`src/rtl/fswls_pkg.sv`:
```
`timescale 1ns / 1ps
// ----------------------------------------------------------------------------
// fswls_pkg: shared types and constants for the sticky weighted link selector
// Holds table geometry, register indexes, protocol codes, flow phases and the
// sequencer state type.
// ----------------------------------------------------------------------------
package fswls_pkg;

	localparam int Links   = 4;
	localparam int Flows   = 64;
	localparam int FlowW   = (Flows > 1) ? $clog2(Flows) : 1;
	localparam int FlowCntW = $clog2(Flows + 1);

	localparam logic [2:0] RegLink0 = 3'd0;
	localparam logic [2:0] RegLink1 = 3'd1;
	localparam logic [2:0] RegLink2 = 3'd2;
	localparam logic [2:0] RegLink3 = 3'd3;
	localparam logic [2:0] RegStale = 3'd4;

	localparam logic [7:0] ProtoTcp = 8'd6;
	localparam logic [7:0] ProtoUdp = 8'd17;
	localparam logic [3:0] Ver4     = 4'd4;
	localparam logic [3:0] Ver6     = 4'd6;

	localparam logic [1:0] PhClosed     = 2'd0;
	localparam logic [1:0] PhConnected  = 2'd1;
	localparam logic [1:0] PhConnecting = 2'd2;
	localparam logic [1:0] PhClosing    = 2'd3;

	// one flow table row
	typedef struct packed {
		logic [63:0] src_hi;
		logic [63:0] src_lo;
		logic [63:0] dst_hi;
		logic [63:0] dst_lo;
		logic [31:0] ports;
		logic [7:0]  proto;
		logic [2:0]  link;
		logic [1:0]  phase;
		logic [31:0] stamp;
	} row_t;

	typedef enum logic [3:0] {
		ST_IDLE,
		ST_SCAN,
		ST_WAIT,
		ST_DECIDE,
		ST_PICK,
		ST_APPLY,
		ST_OUT
	} state_t;

	// pick unit control and status
	typedef struct packed {
		logic       start;
		logic [30:0] draw;
		logic [3:0] mask;
	} pick_req_t;

	typedef struct packed {
		logic       busy;
		logic       done;
		logic       ok;
		logic [1:0] link;
	} pick_rsp_t;

endpackage

```
`src/rtl/fswls_pick.sv`:
```
`timescale 1ns / 1ps
// ----------------------------------------------------------------------------
// fswls_pick: weighted random link pick
// Restoring modulo, one quotient bit a cycle, then a walk over
// the links with one shared add and compare, one link a cycle.
// ----------------------------------------------------------------------------
module fswls_pick (
	input  logic                   clk,
	input  logic                   arst_n,
	input  logic [7:0]             weight [fswls_pkg::Links],
	input  fswls_pkg::pick_req_t   req,
	output fswls_pkg::pick_rsp_t   rsp
);
	import fswls_pkg::*;

	typedef enum logic [1:0] {P_IDLE, P_MOD, P_WALK} pstate_t;

	localparam int LinkW = $clog2(Links + 1);

	pstate_t     state_q;
	logic [9:0]  total_q;
	logic [9:0]  rem_q;
	logic [30:0] draw_q;
	logic [4:0]  bit_q;
	logic [3:0]  mask_q;
	logic [LinkW-1:0] idx_q;
	logic [9:0]  acc_q;
	logic        done_q;
	logic        ok_q;
	logic [1:0]  link_q;

	logic [9:0]  total_c;
	logic [10:0] shifted;
	logic [10:0] acc_next;
	logic        counts;

	always_comb begin
		total_c = '0;
		for (int i = 0; i < Links; i++) begin
			if (req.mask[i])
				total_c = total_c + {2'd0, weight[i]};
		end
	end

	assign shifted  = {rem_q, draw_q[30]};
	assign counts   = mask_q[idx_q[1:0]];
	assign acc_next = {1'b0, acc_q} + {3'd0, weight[idx_q[1:0]]};

	always_ff @(posedge clk or negedge arst_n) begin
		if (!arst_n) begin
			state_q <= P_IDLE;
			done_q  <= 1'b0;
			ok_q    <= 1'b0;
			link_q  <= '0;
		end else begin
			done_q <= 1'b0;
			case (state_q)
				P_IDLE: begin
					if (req.start) begin
						total_q <= total_c;
						draw_q  <= req.draw;
						mask_q  <= req.mask;
						rem_q   <= '0;
						bit_q   <= '0;
						if (total_c == '0) begin
							done_q <= 1'b1;
							ok_q   <= 1'b0;
						end else begin
							state_q <= P_MOD;
						end
					end
				end
				P_MOD: begin
					if (shifted >= {1'b0, total_q})
						rem_q <= 10'(shifted - {1'b0, total_q});
					else
						rem_q <= shifted[9:0];
					draw_q <= {draw_q[29:0], 1'b0};
					bit_q  <= 5'(bit_q + 5'd1);
					if (bit_q == 5'd30) begin
						state_q <= P_WALK;
						idx_q   <= '0;
						acc_q   <= '0;
					end
				end
				P_WALK: begin
					if (counts) begin
						acc_q <= acc_next[9:0];
						if (acc_next > {1'b0, rem_q}) begin
							state_q <= P_IDLE;
							done_q  <= 1'b1;
							ok_q    <= 1'b1;
							link_q  <= idx_q[1:0];
						end
					end
					idx_q <= LinkW'(idx_q + 1'b1);
					if (int'(idx_q) == Links - 1 && !(counts && acc_next > {1'b0, rem_q})) begin
						state_q <= P_IDLE;
						done_q  <= 1'b1;
						ok_q    <= 1'b0;
					end
				end
				default: state_q <= P_IDLE;
			endcase
		end
	end

	assign rsp.busy = (state_q != P_IDLE);
	assign rsp.done = done_q;
	assign rsp.ok   = ok_q;
	assign rsp.link = link_q;

`ifndef SYNTHESIS
	a_done_single: assert property (@(posedge clk) disable iff (!arst_n)
		done_q |=> !done_q) else $error("pick done held");
	a_link_active: assert property (@(posedge clk) disable iff (!arst_n)
		(done_q && ok_q) |-> mask_q[link_q]) else $error("pick chose inactive link");
	a_rem_range: assert property (@(posedge clk) disable iff (!arst_n)
		(state_q == P_WALK) |-> (rem_q < total_q)) else $error("remainder out of range");
`endif

endmodule

```
`config.mk`:
```
export PLATFORM = sky130hd
export DESIGN_NAME = fswls_pick
export DESIGN_NICKNAME = d
export VERILOG_FILES = /design/src/rtl/fswls_pkg.sv /design/src/rtl/fswls_pick.sv
export SDC_FILE = /design/constraint.sdc
export NUM_CORES = 1
export LEC_CHECK = 0
export ABC_AREA = 1
export BUFFER_PORTS_ARGS = -buffer_cell sky130_fd_sc_hd__buf_4
export CAP_MARGIN = 20
export CORE_AREA = 2 2 119 121
export CTS_CLUSTER_DIAMETER = 30
export DETAILED_ROUTE_END_ITERATION = 8
export DIE_AREA = 0 0 121 123
export GPL_TIMING_DRIVEN = 0
export PLACE_DENSITY = 0.7
export SYNTH_ARGS = -nofsm -noshare
export SYNTH_HDL_FRONTEND = slang
export SYNTH_SLANG_ARGS = --single-unit
```
`constraint.sdc`:
```
create_clock -name clk -period 5.3 [get_ports clk]
set_input_delay 1.06 -clock clk [delete_from_list [all_inputs] [get_ports clk]]
set_output_delay 1.06 -clock clk [all_outputs]
set_load 0.01 [all_outputs]
```
==> results.json <==
{
  "status": "finished clean",
  "die_x_um": 121,
  "p_leak_nw": 3.59,
  "drive_gt1_share_pct": 14.8,
  "dr.pass1.iters": 5,
  "drc_errors": 0,
  "cts_buffers": 9,
  "grt.overflow.total": 0,
  "max_slew_margin_pct": 53.4,
  "wire_per_inst_um": 13.9,
  "critical_path.max_stage_delay_ps": 430,
  "cts-root-buf": "clkbuf_16",
  "antenna_found_initial": 0,
  "grt_pass1_wl_um": 23200,
  "ant_nets": 0,
  "viasPerCell": 5.02,
  "post-route-min-period_ps": 4960,
  "power.internal_w": 0.00186,
  "syn_nets": 904,
  "ys_ff_latch": 79,
  "port_buffers": 74,
  "max_freq_mhz": 202,
  "h-tree-depth": 3,
  "worst_slew_pin_slew_ps": 698,
  "cpMostUsedCell": "nand2_1",
  "drt_wl_total_um": 14600,
  "drv_cap": 0,
  "utilization_pct": 53.4,
  "syn_area_sq_um": 6030,
  "worstHoldPathType": "register to register",
  "p_comb_share_pct": 41.8,
  "cp_data_required_time_ps": 5500,
  "vias": 5268,
  "dp_hpwl_um": 11400,
  "hold_slack_ps": 510,
  "cts.sinks": 79,
  "clock_latency_ps": 340,
  "synthFlopType": "edfxtp_1",
  "seq_power_share_pct": 35.4,
  "hold_viol": 0,
  "layout.cells.non_filler": 1050,
  "syn_avg_cell_area_sq_um": 7.79,
  "p_per_area_nw_per_um2": 408,
  "grt.total_usage_pct": 19.9,
  "most-common-layout-cells": "nand2_1 (230), inv_1 (104), buf_4 (82)",
  "coreArea_sq_um": 13600,
  "startpoint_type": "input pin",
  "synth_cell_types": 42,
  "fin_crit_sh_pct": 93.5,
  "clk_pin_slew_ps": 60,
  "p_sw_w": 0.00110,
  "cp_max_fo": 10,
  "async_reset_ff_share_pct": 7.59,
  "diodes": 0,
  "fp.dieArea_sq_um": 14900,
  "layout_commonest_cell": "nand2_1",
  "clockPowerShare_pct": 22.8,
  "grt_start_max_net_pins": 29,
  "synth_seq_area_share_pct": 38.9,
  "initial_utilization_pct": 44.3,
  "tritoncts": "yes",
  "fill_cells": 1296,
  "p_sw_share_pct": 37.3,
  "cts_buffer_depth": 2,
  "peakVddDrop_v": 0.000191,
  "placedCellCount": 1030,
  "area_growth_pct": 20.6,
  "clock_skew_ps": 7.83,
  "synth_edf_count": 73,
  "yosys_warnings": 0,
  "grt_pass1_vias": 4937,
  "fin_setup_tns_ps": 0,
  "io_pins": 75,
  "rows": 43,
  "setup_violations": 0,
  "critPathArrivalTime_ps": 5160,
  "first_iter_violations": 313,
  "syn_inst": 774,
  "die_y_um": 123,
  "crit_path_top_delay_cell": "fa_1",
  "path_class": "input pin to register",
  "gp_congestion": 0.913,
  "drv_slew": 0,
  "num-nets-final": 995,
  "worstSetupEndpointType": "register"
}
[flip-flops by register name (all words and copies together) (netlist names), 2 cells and up]
register and flops:
idx_q 3, total_q 10, draw_q 31, bit_q 5, state_q 2, acc_q 10, link_q 2, mask_q 4
rem_q 10
[power by group through the flow]
stage          logic, W  registers [W]  clock network, W
4_1_cts         0.00122        0.00105          0.000684
5_1_grt         0.00142        0.00106          0.000710
3_3_place_gp    0.00116        0.00106                 0
3_5_place_dp    0.00121        0.00106                 0
2_1_floorplan  0.000893        0.00103                 0
6_report        0.00124        0.00105          0.000676
[worst paths after layout]
path / cells after the start / slack [ps] / end / from
min in group asynchronous: 1 / 530 / state_q[1] / arst_n
min: 2 / 510 / ok_q / ok_q
max: 34 / 340 / state_q[0] / req[0]
min reg2reg: 2 / 510 / ok_q / ok_q
max reg2reg: 27 / 580 / link_q[1] / idx_q[0]
max in group asynchronous: 1 / 4640 / state_q[0] / arst_n
[cell usage after synthesis (2+ instances only)]
library cell | n | area [sq um]
a21boi_0 | 3 | 22.5
a21o_1 | 3 | 22.5
a21oi_1 | 47 | 235
and2_1 | 2 | 12.5
buf_2 | 2 | 10.0
buf_4 | 3 | 22.5
clkbuf_1 | 13 | 48.8
dfrtp_1 | 6 | 150
edfxtp_1 | 73 | 2190
fa_1 | 5 | 100
ha_1 | 55 | 688
inv_1 | 104 | 390
nand2_1 | 232 | 871
nand2_2 | 2 | 12.5
nand3_1 | 45 | 225
nand3_2 | 4 | 40.0
nand4_1 | 6 | 37.5
nor2_1 | 58 | 218
nor3_1 | 6 | 30.0
o211ai_1 | 3 | 22.5
o21ai_0 | 42 | 210
o21ai_1 | 3 | 15.0
o21bai_1 | 7 | 52.6
o22ai_1 | 7 | 43.8
or2_2 | 4 | 25.0
xnor2_1 | 6 | 52.6
xor2_1 | 18 | 158
[per-layer routing]
metal / GRT usage (%) / share of wire [%] / up-vias
li1: - / - / 2732
met1: 25.4 / 45 / 2415
met2: 34.7 / 49 / 93
met3: 2.54 / 3.3 / 28
met4: 7.56 / 2.2 / 0
met5: 0 / 0 / -
[what timing repair did]
item                                    in CTS  in global routing
resized for setup                            0                 12
endpoints found under the setup margin       0                  4
setup buffers                                0                  3
hold buffers                                 0                  0
endpoints found under the hold margin        0                  0
[worst max-delay path, delay by kind of cell]
family | cells | cell delay (ps)
simple gates | 19 | 1750
xor+xnor | 1 | 120
buf+inv | 7 | 570
compound gates | 3 | 340
fa+ha+maj | 4 | 1330
[metrics by stage]
| step | total power, W | setup WS (ps) | instance area [sq um] |
|---|---|---|---|
| after floorplan | 0.00193 | 491 | 6030 |
| after global placement | 0.00222 | -169 | 6810 |
| after detailed placement | 0.00227 | -187 | 6850 |
| after CTS | 0.00296 | 133 | 7170 |
| after global routing | 0.00320 | -29.5 | 7270 |
| final | 0.00296 | 344 | 7270 |
[final cells by class]
type | instances | area, sq um | area share [%]
buffer | 21 | 105 | 1.45
multi-input combinational | 569 | 3270 | 45.0
sequential | 79 | 2340 | 32.2
inverter | 105 | 394 | 5.42
clock buffer | 10 | 229 | 3.15
tap | 180 | 225 | 3.10
clock inverter | 6 | 91.3 | 1.26
timing repair buffer | 80 | 613 | 8.44
[kinds of logic (layout without fill, tap and decap cells)]
kind of cell,after synthesis,in the layout,share of synthesized area (%)
compound gates,119,119,10.9
xor+xnor,24,24,3.49
fa+ha+maj,60,60,13.1
buf+inv,126,222,8.26
flops,79,79,38.9
simple gates,366,366,25.4
No activity file was read; power rests on OpenSTA's default activity.
